==> config.mk <==
export PLATFORM = sky130hd
export DESIGN_NAME = low_battery_alarm_buzzer_core
export DESIGN_NICKNAME = d
export VERILOG_FILES = /design/src/lbab_pkg.sv /design/src/lbab_regs.sv /design/src/lbab_vmon.sv /design/src/lbab_alarm.sv /design/src/low_battery_alarm_buzzer_core.sv
export SDC_FILE = /design/constraint.sdc
export NUM_CORES = 1
export LEC_CHECK = 0
export CORE_ASPECT_RATIO = 0.9
export CORE_MARGIN = 2
export CORE_UTILIZATION = 50
export CTS_BUF_LIST = sky130_fd_sc_hd__clkbuf_4 sky130_fd_sc_hd__clkbuf_8
export CTS_CLUSTER_DIAMETER = 80
export DETAILED_ROUTE_END_ITERATION = 8
export DONT_BUFFER_PORTS = 1
export GPL_ROUTABILITY_DRIVEN = 1
export PLACE_DENSITY = 0.69
export SLEW_MARGIN = 20
export SYNTH_ARGS = -nofsm -noshare
export SYNTH_HDL_FRONTEND = slang
export SYNTH_SLANG_ARGS = --single-unit
==> constraint.sdc <==
create_clock -name clk_i -period 16 [get_ports clk_i]
set_input_delay 0.8 -clock clk_i [delete_from_list [all_inputs] [get_ports clk_i]]
set_output_delay 0.8 -clock clk_i [all_outputs]
set_load 0.05 [all_outputs]
==> src/lbab_pkg.sv <==
// ----------------------------------------------------------------------------
// lbab_pkg
// Shared types and constants of the low-battery alarm buzzer.
// ----------------------------------------------------------------------------
package lbab_pkg;

  localparam int unsigned AVG_SAMPLES  = 8;
  localparam int unsigned ADC_BITS     = 12;
  localparam int unsigned AVG_CNT_W    = (AVG_SAMPLES > 1) ? $clog2(AVG_SAMPLES) : 1;
  localparam int unsigned SUM_W        = ADC_BITS + AVG_CNT_W;
  localparam int unsigned MV_W         = 14;
  localparam int unsigned MV_SCALE_NUM = 2475;
  localparam int unsigned MV_SCALE_SH  = 10;
  localparam int unsigned SCALE_W      = 12;
  localparam int unsigned PROD_W       = ADC_BITS + SCALE_W;
  localparam int unsigned PADDR_W      = 5;
  localparam int unsigned PDATA_W      = 32;

  localparam logic [MV_W-1:0]    MV_MAX        = '1;
  localparam logic [15:0]        LOW_COUNT_MAX = 16'hFFFF;
  localparam logic [SCALE_W-1:0] MV_SCALE      = SCALE_W'(MV_SCALE_NUM);

  typedef enum logic {
    OP_TICK   = 1'b0,
    OP_SAMPLE = 1'b1
  } lbab_op_e;

  typedef enum logic [2:0] {
    REG_LOW_MV    = 3'd0,
    REG_LOW_MS    = 3'd1,
    REG_BEEP_ON   = 3'd2,
    REG_BEEP_PER  = 3'd3,
    REG_TONE_HALF = 3'd4,
    REG_TICKS_MS  = 3'd5
  } lbab_reg_e;

  typedef struct packed {
    lbab_op_e            operation;
    logic [ADC_BITS-1:0] adc_sample;
    logic                manual_hold;
    logic                beep_request;
  } lbab_req_t;

  typedef struct packed {
    logic            buzzer_out;
    logic [MV_W-1:0] battery_mv;
    logic            alarm_active;
  } lbab_rsp_t;

  typedef struct packed {
    logic [15:0] low_voltage_mv;
    logic [15:0] low_time_ms;
    logic [15:0] beep_on_ticks;
    logic [15:0] beep_period_ticks;
    logic [7:0]  tone_half_period;
    logic [7:0]  ticks_per_ms;
  } lbab_cfg_t;

  typedef struct packed {
    logic buzzer;
    logic alarm;
  } lbab_alm_t;

endpackage

==> src/lbab_regs.sv <==
// ----------------------------------------------------------------------------
// lbab_regs
// APB register file holding the alarm thresholds and timing settings.
// ----------------------------------------------------------------------------
module lbab_regs import lbab_pkg::*; (
  input  logic               clk_i,
  input  logic               rst_ni,
  input  logic               psel,
  input  logic               penable,
  input  logic               pwrite,
  input  logic [PADDR_W-1:0] paddr,
  input  logic [PDATA_W-1:0] pwdata,
  output logic [PDATA_W-1:0] prdata,
  output logic               pready,
  output lbab_cfg_t          cfg_o
);

  lbab_cfg_t cfg_q;
  logic      wr_en;
  lbab_reg_e idx;

  assign pready = 1'b1;
  assign wr_en  = psel & penable & pwrite;
  assign idx    = lbab_reg_e'(paddr[PADDR_W-1:2]);
  assign cfg_o  = cfg_q;

  always_ff @(posedge clk_i or negedge rst_ni) begin
    if (!rst_ni) begin
      cfg_q.low_voltage_mv    <= 16'd6400;
      cfg_q.low_time_ms       <= 16'd5000;
      cfg_q.beep_on_ticks     <= 16'd5000;
      cfg_q.beep_period_ticks <= 16'd10000;
      cfg_q.tone_half_period  <= 8'd2;
      cfg_q.ticks_per_ms      <= 8'd10;
    end else if (wr_en) begin
      unique case (idx)
        REG_LOW_MV:    cfg_q.low_voltage_mv    <= pwdata[15:0];
        REG_LOW_MS:    cfg_q.low_time_ms       <= pwdata[15:0];
        REG_BEEP_ON:   cfg_q.beep_on_ticks     <= pwdata[15:0];
        REG_BEEP_PER:  cfg_q.beep_period_ticks <= pwdata[15:0];
        REG_TONE_HALF: cfg_q.tone_half_period  <= pwdata[7:0];
        REG_TICKS_MS:  cfg_q.ticks_per_ms      <= pwdata[7:0];
        default: ;
      endcase
    end
  end

  always_comb begin
    unique case (idx)
      REG_LOW_MV:    prdata = {16'd0, cfg_q.low_voltage_mv};
      REG_LOW_MS:    prdata = {16'd0, cfg_q.low_time_ms};
      REG_BEEP_ON:   prdata = {16'd0, cfg_q.beep_on_ticks};
      REG_BEEP_PER:  prdata = {16'd0, cfg_q.beep_period_ticks};
      REG_TONE_HALF: prdata = {24'd0, cfg_q.tone_half_period};
      REG_TICKS_MS:  prdata = {24'd0, cfg_q.ticks_per_ms};
      default:       prdata = '0;
    endcase
  end

endmodule

==> src/lbab_vmon.sv <==
// ----------------------------------------------------------------------------
// lbab_vmon
// Battery monitor: accumulates ADC samples and scales each average to mV.
// ----------------------------------------------------------------------------
module lbab_vmon import lbab_pkg::*; (
  input  logic            clk_i,
  input  logic            rst_ni,
  input  logic            take_i,
  input  logic [ADC_BITS-1:0] sample_i,
  output logic [MV_W-1:0] voltage_q_o,
  output logic [MV_W-1:0] voltage_d_o
);

  logic [SUM_W-1:0]     sum_q, sum_d, sum_inc;
  logic [AVG_CNT_W-1:0] cnt_q, cnt_d;
  logic [MV_W-1:0]      mv_q, mv_d;
  logic [ADC_BITS-1:0]  avg;
  logic [PROD_W-1:0]    prod, mv_full;
  logic                 last;

  assign sum_inc = sum_q + SUM_W'(sample_i);
  assign last    = (cnt_q == AVG_CNT_W'(AVG_SAMPLES - 1));
  assign avg     = ADC_BITS'(sum_inc / AVG_SAMPLES);
  assign prod    = PROD_W'(avg) * PROD_W'(MV_SCALE);
  assign mv_full = prod >> MV_SCALE_SH;

  always_comb begin
    sum_d = sum_q;
    cnt_d = cnt_q;
    mv_d  = mv_q;
    if (take_i) begin
      if (last) begin
        sum_d = '0;
        cnt_d = '0;
        mv_d  = (mv_full > PROD_W'(MV_MAX)) ? MV_MAX : mv_full[MV_W-1:0];
      end else begin
        sum_d = sum_inc;
        cnt_d = cnt_q + 1'b1;
      end
    end
  end

  always_ff @(posedge clk_i or negedge rst_ni) begin
    if (!rst_ni) begin
      sum_q <= '0;
      cnt_q <= '0;
      mv_q  <= '0;
    end else begin
      sum_q <= sum_d;
      cnt_q <= cnt_d;
      mv_q  <= mv_d;
    end
  end

  assign voltage_q_o = mv_q;
  assign voltage_d_o = mv_d;

endmodule

==> src/lbab_alarm.sv <==
// ----------------------------------------------------------------------------
// lbab_alarm
// Tone generator, beep cadence, millisecond prescaler and low-voltage timer.
// ----------------------------------------------------------------------------
module lbab_alarm import lbab_pkg::*; (
  input  logic            clk_i,
  input  logic            rst_ni,
  input  logic            fire_i,
  input  lbab_req_t       req_i,
  input  lbab_cfg_t       cfg_i,
  input  logic [MV_W-1:0] voltage_i,
  output lbab_alm_t       status_d_o
);

  logic [7:0]  tone_q, tone_d, tone_inc;
  logic        lvl_q, lvl_d;
  logic        gate_q, gate_d;
  logic [15:0] cad_q, cad_d, cad_inc;
  logic        alarm_q, alarm_d, alarm_req;
  logic [7:0]  pre_q, pre_d, pre_inc;
  logic [15:0] low_q, low_d, low_inc;

  assign alarm_req = alarm_q | req_i.beep_request;
  assign tone_inc  = tone_q + 8'd1;
  assign cad_inc   = cad_q + 16'd1;
  assign pre_inc   = pre_q + 8'd1;
  assign low_inc   = (low_q == LOW_COUNT_MAX) ? low_q : low_q + 16'd1;

  always_comb begin
    tone_d  = tone_q;
    lvl_d   = lvl_q;
    gate_d  = gate_q;
    cad_d   = cad_q;
    alarm_d = alarm_q;
    pre_d   = pre_q;
    low_d   = low_q;
    if (fire_i) begin
      alarm_d = alarm_req;
      if (req_i.operation == OP_TICK) begin
        if (gate_q) begin
          if (tone_inc >= cfg_i.tone_half_period) begin
            tone_d = '0;
            lvl_d  = ~lvl_q;
          end else begin
            tone_d = tone_inc;
          end
        end else begin
          lvl_d = 1'b0;
        end

        if (!alarm_req) begin
          gate_d = 1'b0;
          cad_d  = '0;
        end else if (cad_inc < cfg_i.beep_on_ticks) begin
          gate_d = 1'b1;
          cad_d  = cad_inc;
        end else if (cad_inc < cfg_i.beep_period_ticks) begin
          gate_d = 1'b0;
          cad_d  = cad_inc;
        end else begin
          cad_d  = '0;
        end

        if (pre_inc < cfg_i.ticks_per_ms) begin
          pre_d = pre_inc;
        end else begin
          pre_d = '0;
          if (16'(voltage_i) < cfg_i.low_voltage_mv) begin
            low_d = low_inc;
            if (low_inc > cfg_i.low_time_ms) begin
              alarm_d = 1'b1;
            end
          end else begin
            low_d = '0;
            if (!req_i.manual_hold) begin
              alarm_d = 1'b0;
            end
          end
        end
      end
    end
  end

  always_ff @(posedge clk_i or negedge rst_ni) begin
    if (!rst_ni) begin
      tone_q  <= '0;
      lvl_q   <= 1'b0;
      gate_q  <= 1'b0;
      cad_q   <= '0;
      alarm_q <= 1'b0;
      pre_q   <= '0;
      low_q   <= '0;
    end else begin
      tone_q  <= tone_d;
      lvl_q   <= lvl_d;
      gate_q  <= gate_d;
      cad_q   <= cad_d;
      alarm_q <= alarm_d;
      pre_q   <= pre_d;
      low_q   <= low_d;
    end
  end

  assign status_d_o.buzzer = lvl_d;
  assign status_d_o.alarm  = alarm_d;

endmodule

==> src/low_battery_alarm_buzzer_core.sv <==
// ----------------------------------------------------------------------------
// low_battery_alarm_buzzer_core
// Low-battery alarm: voltage averaging, low-time check and buzzer cadence.
// ----------------------------------------------------------------------------
// Path: an accepted request is held in the input register, and its result is
// then captured in the result register.
// Throughput: one request per cycle; the input register stalls only while a
// result is held by a stalled output.
// Reset: all state and settings return to reset values and both pipeline valid
// flags clear; the request and result data registers are not reset.
module low_battery_alarm_buzzer_core import lbab_pkg::*; (
  input  logic               clk_i,
  input  logic               rst_ni,
  input  logic               in_valid_i,
  output logic               in_stall_o,
  input  lbab_req_t          in_req_i,
  output logic               out_valid_o,
  input  logic               out_stall_i,
  output lbab_rsp_t          out_rsp_o,
  input  logic               psel,
  input  logic               penable,
  input  logic               pwrite,
  input  logic [PADDR_W-1:0] paddr,
  input  logic [PDATA_W-1:0] pwdata,
  output logic [PDATA_W-1:0] prdata,
  output logic               pready
);

  logic            in_vld_q, out_vld_q;
  lbab_req_t       req_q;
  lbab_rsp_t       rsp_q;
  logic            out_free, fire, in_take;
  lbab_cfg_t       cfg;
  lbab_alm_t       status_d;
  logic [MV_W-1:0] volt_q, volt_d;

  assign out_free   = ~out_vld_q | ~out_stall_i;
  assign fire       = in_vld_q & out_free;
  assign in_stall_o = in_vld_q & ~out_free;
  assign in_take    = in_valid_i & ~in_stall_o;

  lbab_regs u_regs (
    .clk_i   (clk_i),
    .rst_ni  (rst_ni),
    .psel    (psel),
    .penable (penable),
    .pwrite  (pwrite),
    .paddr   (paddr),
    .pwdata  (pwdata),
    .prdata  (prdata),
    .pready  (pready),
    .cfg_o   (cfg)
  );

  lbab_vmon u_vmon (
    .clk_i       (clk_i),
    .rst_ni      (rst_ni),
    .take_i      (fire & (req_q.operation == OP_SAMPLE)),
    .sample_i    (req_q.adc_sample),
    .voltage_q_o (volt_q),
    .voltage_d_o (volt_d)
  );

  lbab_alarm u_alarm (
    .clk_i      (clk_i),
    .rst_ni     (rst_ni),
    .fire_i     (fire),
    .req_i      (req_q),
    .cfg_i      (cfg),
    .voltage_i  (volt_q),
    .status_d_o (status_d)
  );

  always_ff @(posedge clk_i or negedge rst_ni) begin
    if (!rst_ni) begin
      in_vld_q  <= 1'b0;
      out_vld_q <= 1'b0;
    end else begin
      if (in_take) begin
        in_vld_q <= 1'b1;
      end else if (fire) begin
        in_vld_q <= 1'b0;
      end
      if (fire) begin
        out_vld_q <= 1'b1;
      end else if (out_free) begin
        out_vld_q <= 1'b0;
      end
    end
  end

  always_ff @(posedge clk_i) begin
    if (in_take) begin
      req_q <= in_req_i;
    end
    if (fire) begin
      rsp_q.buzzer_out   <= status_d.buzzer;
      rsp_q.battery_mv   <= volt_d;
      rsp_q.alarm_active <= status_d.alarm;
    end
  end

  assign out_valid_o = out_vld_q;
  assign out_rsp_o   = rsp_q;

endmodule

# After elaboration in Yosys (flattened, before gate mapping)
# Cells that the tools add are included.
# classes
bitwise_logic,15
n_addsub,6
n_reduce_logical,13
n_mul,1
n_lt_le_gt_ge,7
eq_ne,8
mux,30
# op_table
operator,count
16-bit case mux with 6 select lines,1
16-bit 2-to-1 mux,5
14-bit 2-to-1 mux,3
16-bit by 1-bit adder with 16-bit output (second input constant),2
16-bit less-than comparator,2
12-bit by 12-bit multiplier with 24-bit output (second input constant),1
1-bit 2-to-1 mux,17
8-bit by 1-bit adder with 8-bit output (second input constant),2
16-bit == test (second input constant),1
16-bit > comparator,1
14-bit by 16-bit less-than comparator with 1-bit output,1
8-bit 2-to-1 mux,2
15-bit by 12-bit adder with 15-bit output,1
15-bit 2-to-1 mux,1
14-bit > comparator (second input constant),1
2-bit AND reduction,7
3-bit == test (second input constant),3
3-bit AND reduction,3
8-bit greater-or-equal comparator,1
8-bit less-than comparator,1
1-bit NOT,7
1-bit bitwise AND,6
3-bit by 2-bit == test with 1-bit output (second input constant),2
2-bit nonzero test,2
other kinds (6),7
# word_totals
in_bits,59
reg_bits,196
elab_cells,105

# Depth between registers and ports, before layout
# Gate-level depths: netlist of the first run.
# logic_depth
word_depth,8
mapped_depth,25
mapped_depth_nobuf,25

# Hierarchy
# A second synthesis of the first run with hierarchy kept.
# hier_totals
cells_unflattened,1430
area_unflattened_um2,14726.6
# modules_own_cells
mod,cells_per_inst,n_inst,area_each_um2
lbab_alarm,608,1,5009.8
lbab_vmon,516,1,4770.8
lbab_regs,265,1,3916.3
low_battery_alarm_buzzer_core,41,1,1029.7

# Worst setup path after synthesis of the first run
# No wires, ideal clock.
# synth_path
kind,reg-to-reg
from,register req_q[2] in the netlist's numbering
to,"register rsp_q, in the netlist out_rsp_o[11], data pin"
synth_period_minus_slack_ns,6.303
t_arrival_ns,6.041
required_time_ns,15.737
stages_incl_launch_ff,26
setup_slack_ns,9.697
path_cell_list,edfxtp_1 > ha_1 > fa_1 > a21o_1 > a21oi_2 > o211ai_2 > or2_1 > a31oi_1 > xnor2_1 > ha_1 > inv_1 > fa_1 > inv_1 > fa_1 > fa_1 > inv_1 > fa_1 > inv_1 > ha_1 > a21o_1 > a31oi_1 > o211ai_1 > nand2_1 > o21ai_0 > xor2_1 > mux2_2
# synth_between
elab_chain_cells,6
# synth_rtl
item,line,text
from (decl),low_battery_alarm_buzzer_core.sv:30,lbab_req_t req_q;
from (signal assigned),low_battery_alarm_buzzer_core.sv:94,req_q <= in_req_i;
15-bit by 12-bit adder with 15-bit output *,lbab_vmon.sv:21,assign sum_inc = sum_q + SUM_W'(sample_i);
12-bit by 12-bit multiplier with 24-bit output *,lbab_vmon.sv:24,assign prod = PROD_W'(avg) * PROD_W'(MV_SCALE);
14-bit > comparator,lbab_vmon.sv:35,mv_d = (mv_full > PROD_W'(MV_MAX)) ? MV_MAX : mv_full[MV_W-1:0];
14-bit 2-to-1 mux *,lbab_vmon.sv:35,
14-bit 2-to-1 mux *,lbab_vmon.sv:32,if (last) begin
14-bit 2-to-1 mux *,lbab_vmon.sv:31,if (take_i) begin
via u_vmon.voltage_d_o[10],lbab_vmon.sv:11,output logic [MV_W-1:0] voltage_d_o
to (decl),low_battery_alarm_buzzer_core.sv:31,lbab_rsp_t rsp_q;
# Mark *: on every way through the listed nets, which the timed path passes. The rest lies on a longest branch.
# A chain may end at the register's enable or synchronous reset.

# Final worst setup path of the first run
# layout_path
from,register req_q[2] in the netlist's numbering
to,"register rsp_q, in the netlist out_rsp_o[14], data pin"
# The elaborated chain is that of the path after synthesis.

==> results of run 1 <==
per-stage QoR:
stage               instance area, sq um   util  hold WS, ns  instances  worst slack [ns]
floorplan                          14200      -        0.449       1495              9.70
global placement                   14400  0.516        0.468       1797              8.92
detailed placement                 14400  0.516        0.475       1797              8.87
CTS                                14900  0.533        0.122       1831              8.77
global route                       14900  0.533        0.116       1831              8.32
finish                             14900  0.533        0.151       1831              8.77
worst paths after layout:
| kind | from | to | slack, ns | cells after the start |
|---|---|---|---|---|
| setup / recovery | req_q[2]$_DFFE_PP_ | out_rsp_o[14]$_DFFE_PP_ | 8.77 | 25 |
| hold / removal | rst_ni | u_regs.cfg_o[29]$_DFFE_PN1P_ | 0.15 | 0 |
| setup reg to reg | req_q[2]$_DFFE_PP_ | out_rsp_o[14]$_DFFE_PP_ | 8.77 | 25 |
| hold reg to reg | u_vmon.sum_q[0]$_DFFE_PN0P_ | u_vmon.sum_q[0]$_DFFE_PN0P_ | 0.50 | 2 |
| max in group asynchronous | rst_ni | u_vmon.voltage_q_o[13]$_DFF_PN0_ | 14.78 | 1 |
| min in group clk_i | in_req_i[4] | req_q[4]$_DFFE_PP_ | 0.39 | 0 |
flip-flops by register name (all words and copies together), names as in the netlist:
| signal | count |
|---|---|
| u_alarm.tone_q | 8 |
| u_alarm.low_q | 16 |
| out_valid_o | 1 |
| u_alarm.gate_q | 1 |
| u_regs.cfg_o | 80 |
| u_alarm.alarm_q | 1 |
| req_q | 15 |
| u_alarm.lvl_q | 1 |
| u_alarm.cad_q | 16 |
| u_vmon.cnt_q | 3 |
| out_rsp_o | 16 |
| u_vmon.sum_q | 15 |
| in_vld_q | 1 |
| u_alarm.pre_q | 8 |
| u_vmon.voltage_q_o | 14 |
cells in the final DEF, fill, tap and decap left out, types with 4 or more instances in the layout:
cell	instances
nand2_1	182
inv_1	178
ha_1	170
dfrtp_1	144
o21ai_0	123
nor2_1	56
a21oi_1	54
fa_1	42
a21o_1	37
xnor2_1	33
nand3_1	32
edfxtp_1	31
xor2_1	30
mux2_2	25
nand4_1	24
dfstp_2	21
clkbuf_8	20
a22o_1	18
conb_1	17
nor2b_1	15
and3_1	14
nor3_1	13
nand2b_1	13
o21a_1	11
mux2i_1	10
o21ai_2	10
mux4_2	9
a211oi_1	8
buf_4	8
a31oi_1	7
and2_1	7
and4_1	5
o22ai_1	5
o31ai_1	5
inv_6	5
or2_2	4
o21ai_1	4
or3_1	4
kinds of logic after synthesis:
| group | Yosys count |
|---|---|
| simple gates | 389 |
| xor+xnor | 63 |
| other cells | 2 |
| flops | 196 |
| mux | 44 |
| compound gates | 330 |
| buf+inv | 244 |
| fa+ha+maj | 212 |
layout make-up:
type / count / area [sq um]
Fill cell: 2480 / 13000
Multi-Input combinational cell: 1055 / 8160
Sequential cell: 196 / 5090
Inverter: 178 / 668
Tap cell: 360 / 450
Clock buffer: 20 / 275
Clock inverter: 12 / 166
Timing Repair Buffer: 10 / 97.6
what timing repair did:
item,in CTS,in global routing
buffers inserted,0,0
hold buffers,2,0
endpoints found under the hold margin,136,0
resized for setup,0,0
per-layer routing:
layer | wire length (microns) | vias to the layer above | track usage
met3 | 1750 | 35 | 0.0457
met1 | 15800 | 5082 | 0.331
met5 | 0 | - | 0
met4 | 568 | 0 | 0.0617
li1 | - | 5043 | -
met2 | 15000 | 234 | 0.363
==> summary.txt, run 1 <==
Final period util: 0.452
Post-synth top flop: dfrtp_1
Die Footprint: 29700 sq um
Crit Path Class: reg -> reg
Critical Path Start Type: flop
mean post-synth cell area: 9.58 sq um
Top delay family on crit path: adder cells
Slew @ Worst Pin: 1.17 ns
#FFs+latches synth: 196
CTS sink cnt: 196
gr usage total: 0.232
Worst-Skew Late Latency: 0.49 ns
Detail Placement HPWL: 24400 microns
synthesized area: 14200 sq um
DR vias/cell: 5.68
Synth cell types: 87
cell taking the most area after synthesis: dfrtp_1
antenna violations before repair: 0
total CTS buffers: 17
Initial Util: 0.508
grt ovf: 0
# diodes: 0
critical path's slowest cell: fa_1
# rows: 58
Critical Path RT: 16.22 ns
first-pass GRT wire length: 54400 microns
main combinational cell family by area after synthesis: adder cells
largest cells by area after synthesis: dfrtp_1 (25%), ha_1 (15%), edfxtp_1 (6.6%), fa_1 (5.9%), nand2_1 (4.8%)
Post-DRT Antenna Nets: 0
Core Area: 27900 sq um
Worst-path clk slew: 0.12 ns
Tmin final: 7.23 ns
Area growth syn-to-layout: 5.07%
Setup crit end kind: flop
Total Routed Length: 33100 microns
Root Buffer: clkbuf_8
Synth Area in Adders: 0.209
Post-Synth Simple-Gate Area: 0.129
Mapped Cells: 1480
layout cell share with drive strength beyond 1: 0.0911
CTS HTree Levels: 4
Final Wtd Congestion: 0.888
DR pass1 iterations: 5
nets: 1729
crit-path max FO: 8
sequential share of the synthesized area: 0.359
outcome: completed
max-slew violation count: 0
number of synthesized flops with an enable pin: 31
final hold vios: 0
drt initial violations: 659
max-cap violations: 0
Worst Path Buf+Inv: 4
RSZ-0062 raised after global routing: false
Top Ports: 110
FMAX: 138 MHz
pin count of the biggest net entering global routing: 137
top-count cell post-synth: nand2_1
synth cell count leaders: nand2_1 (182), inv_1 (178), ha_1 (170)
yosys warns: 0
Die H: 164 microns
via count: 10400
CTS tree: yes
Fin Setup TNS: 0 ns
port buffer count: 0
Final setup viols: 0
DRC: 0
ys async rst share: 0.842
CP peak stage delay: 0.54 ns
Worst Clk Skew: 0.0192 ns
relative slew slack: 0.237
Synth Area in Compound Gates: 0.151
CP arrival: 7.45 ns
share of the synthesized area in the top cell type: 0.254
HP Class: in -> async
Bufs on Longest Clock Path: 2
Die Width: 182 microns
mux contribution to synthesized area: 0.0412
drt wl/cell: 18.1 microns
vias in the first global route: 10200
post-synthesis xor/xnor area fraction: 0.0389
Power of run 1 is left out: the tool's default activity adds up to more than one toggle a clock period on the data nets, which glitch-free logic cannot reach.
==> run 2: changes to the inputs <==
- PLACE_DENSITY: 0.69 -> 0.72
- clock period: 16 -> 6 ns (I/O delays scaled with it)
==> run 2 against run 1 <==
  * The run now ends with negative setup slack left
  * Critical path depth did not move
  * Die area did not move
  * Final cell count rose by 6.0%
  * Design area rose by 8.0%
  * Routed wire length rose by 3.1%
  * Fmax rose by 15%
  * Register-to-register slack got worse by 9.0 ns
  * Setup slack got worse by 9.0 ns
  * Utilization rose by 4.2 points
  * Sequential cell count did not move
  * Sequential share of layout area fell by 2.5 points
  * Largest cell class unchanged
==> summary.txt, run 2 (same netlist as run 1, synthesis figures left out) <==
outcome: finished with violations
failing checks: negative setup slack
Worst-Skew Late Latency: 0.49 ns (about the same)
busiest grt layer: met2
via count: 10900 (+4.7%)
worst hold slack: 0.0786 ns (-0.0721 ns)
DR vias/cell: 5.61 (-1.2%)
Bufs on Longest Clock Path: 2 (unchanged)
nets: 1838 (+6.3%)
met1 usage: 0.340 (+0.00841)
FMAX: 159 MHz (+15%)
Worst-path clk slew: 0.12 ns (about the same)
Critical Path RT: 6.24 ns (-9.98 ns)
crit-path max FO: 4 (-4)
CP peak stage delay: 0.54 ns (about the same)
cell mode on critical path: fa_1
Root Buffer: clkbuf_8
drt initial violations: 804 (+22%)
gr usage total: 0.240 (+0.00764)
final hold vios: 0 (unchanged)
total CTS buffers: 17 (unchanged)
CP arrival: 6.52 ns (-0.93 ns)
Setup crit end kind: flop
max-cap violations: 0 (unchanged)
port buffer count: 0 (unchanged)
HP Class: in -> reg
grt ovf: 0 (unchanged)
max-slew violation count: 0 (unchanged)
Reg-to-Reg End: out_rsp_o[11]$_DFFE_PP_
Area growth syn-to-layout: 13.4%
Die Footprint: 29700 sq um (unchanged)
Die Width: 182 microns (unchanged)
RSZ-0062 raised after global routing: true
CTS HTree Levels: 4 (unchanged)
Detail Placement HPWL: 25100 microns (+2.8%)
Core Area: 27900 sq um (unchanged)
critical path's slowest cell: fa_1
Worst Clk Skew: 0.0240 ns (+0.00483 ns)
CTS tree: yes
Final Wtd Congestion: 0.904 (+1.8%)
Slew @ Worst Pin: 1.16 ns (-0.00534 ns)
relative slew slack: 0.238 (+0.000901)
DR pass1 iterations: 5 (unchanged)
Post-DRT Antenna Nets: 0 (unchanged)
Final setup viols: 24 (+24)
most frequent cells in the layout: nand2_1 (180), inv_1 (169), ha_1 (158)
Hold Path Sink: u_regs.cfg_o[36]$_DFFE_PN0P_
# rows: 58 (unchanged)
max reg flops: 80 (unchanged)
vias in the first global route: 10900 (+6.8%)
Top delay family on crit path: adder cells
Initial Util: 0.508 (unchanged)
Critical Path Start Type: flop
Crit Path Class: reg -> reg
drt wl/cell: 17.6 microns (-2.7%)
# diodes: 0 (unchanged)
first-pass GRT wire length: 56400 microns (+3.8%)
pin count of the biggest net entering global routing: 166 (+21%)
Tmin final: 6.28 ns (-0.952 ns)
FF-to-FF Start: u_vmon.sum_q[0]$_DFFE_PN0P_
setup slack, reg-to-reg: -0.28 ns (-9.05 ns)
Final period util: 1.05 (+0.595)
Total Routed Length: 34100 microns (+3.1%)
layout cell share with drive strength beyond 1: 0.166 (+0.0754)
Worst Path Buf+Inv: 4 (unchanged)
Top Ports: 110 (unchanged)
Hold Path Depth: 3
hold_sp: paddr[2]
final setup margin: -0.281 ns (-9.05 ns)
antenna violations before repair: 0 (unchanged)
# fillers: 2327 (-6.2%)
GRT met2 Usage: 0.381 (+0.0186)
DRC: 0 (unchanged)
Die H: 164 microns (unchanged)
CTS sink cnt: 196 (unchanged)
leading cell type in the layout, fill and taps excluded: nand2_1
R2R depth: 25 (unchanged)
met3 Use GR: 0.0388 (-0.00687)
-- run 2: changes by cell type in the layout (fill, tap and decap cells not counted), moves of 5 or more --
cell / before / now
dlygate4sd3_1: 1 / 35
ha_4: 0 / 9
o21ai_1: 4 / 10
ha_1: 170 / 158
inv_2: 0 / 9
buf_4: 8 / 81
inv_1: 178 / 169
a21oi_1: 54 / 49
o21ai_0: 123 / 113
-- run 2: area by class of cell --
| class | count | area [sq um] | share of cell area |
|---|---|---|---|
| Timing Repair Buffer | 119 | 1010 | 0.0627 |
| Clock inverter | 13 | 136 | 0.00848 |
| Multi-Input combinational cell | 1055 | 8490 | 0.528 |
| Tap cell | 360 | 450 | 0.0280 |
| Clock buffer | 19 | 249 | 0.0155 |
| Sequential cell | 196 | 5090 | 0.316 |
| Inverter | 178 | 668 | 0.0415 |
-- run 2: metrics by stage --
stage,setup slack [ns],instance area [sq um],setup TNS (ns),instances,util
3_5_place_dp,-0.300,15000,-4.66,1862,0.537
4_1_cts,-0.270,15900,-3.04,1934,0.570
6_report,-0.281,16100,-2.60,1940,0.576
5_1_grt,-0.471,16100,-9.15,1940,0.576
3_3_place_gp,-0.186,15000,-1.91,1862,0.537
2_1_floorplan,-0.0000724,14300,-0.0000724,1495,-
-- run 2: worst min-delay path, cell delays in order --
cell and delay, ns:
nor3b_2 0.05, nand2_1 0.06, o21ai_0 0.09
-- run 2: worst max path at each step --
stage | startpoint | to | slack (ns) | cells past startpoint
after floorplan | u_vmon.sum_q[0]$_DFFE_PN0P_ | out_rsp_o[11]$_DFFE_PP_ | -0.00007 | 25
after global placement | u_vmon.sum_q[0]$_DFFE_PN0P_ | out_rsp_o[12]$_DFFE_PP_ | -0.19 | 23
after detailed placement | u_vmon.sum_q[0]$_DFFE_PN0P_ | out_rsp_o[13]$_DFFE_PP_ | -0.30 | 24
after CTS | u_vmon.sum_q[0]$_DFFE_PN0P_ | out_rsp_o[11]$_DFFE_PP_ | -0.27 | 25
after global routing | u_vmon.sum_q[0]$_DFFE_PN0P_ | out_rsp_o[11]$_DFFE_PP_ | -0.47 | 25
final | u_vmon.sum_q[0]$_DFFE_PN0P_ | out_rsp_o[11]$_DFFE_PP_ | -0.28 | 25
-- run 2: per-layer routing --
layer,up-vias,part of all wire
li1,5259,-
met1,5310,0.46
met2,261,0.46
met3,49,0.058
met4,0,0.019
met5,-,0
-- run 2: repair_timing --
action                                 in CTS  in global routing
hold buffers                               36                  0
setup endpoints to repair                  26                 28
pin swaps                                  14                 10
endpoints found under the hold margin     262                  0
gates resized for setup                    27                 25
setup buffers                               4                  8
Power of run 2 is left out for the same reason.
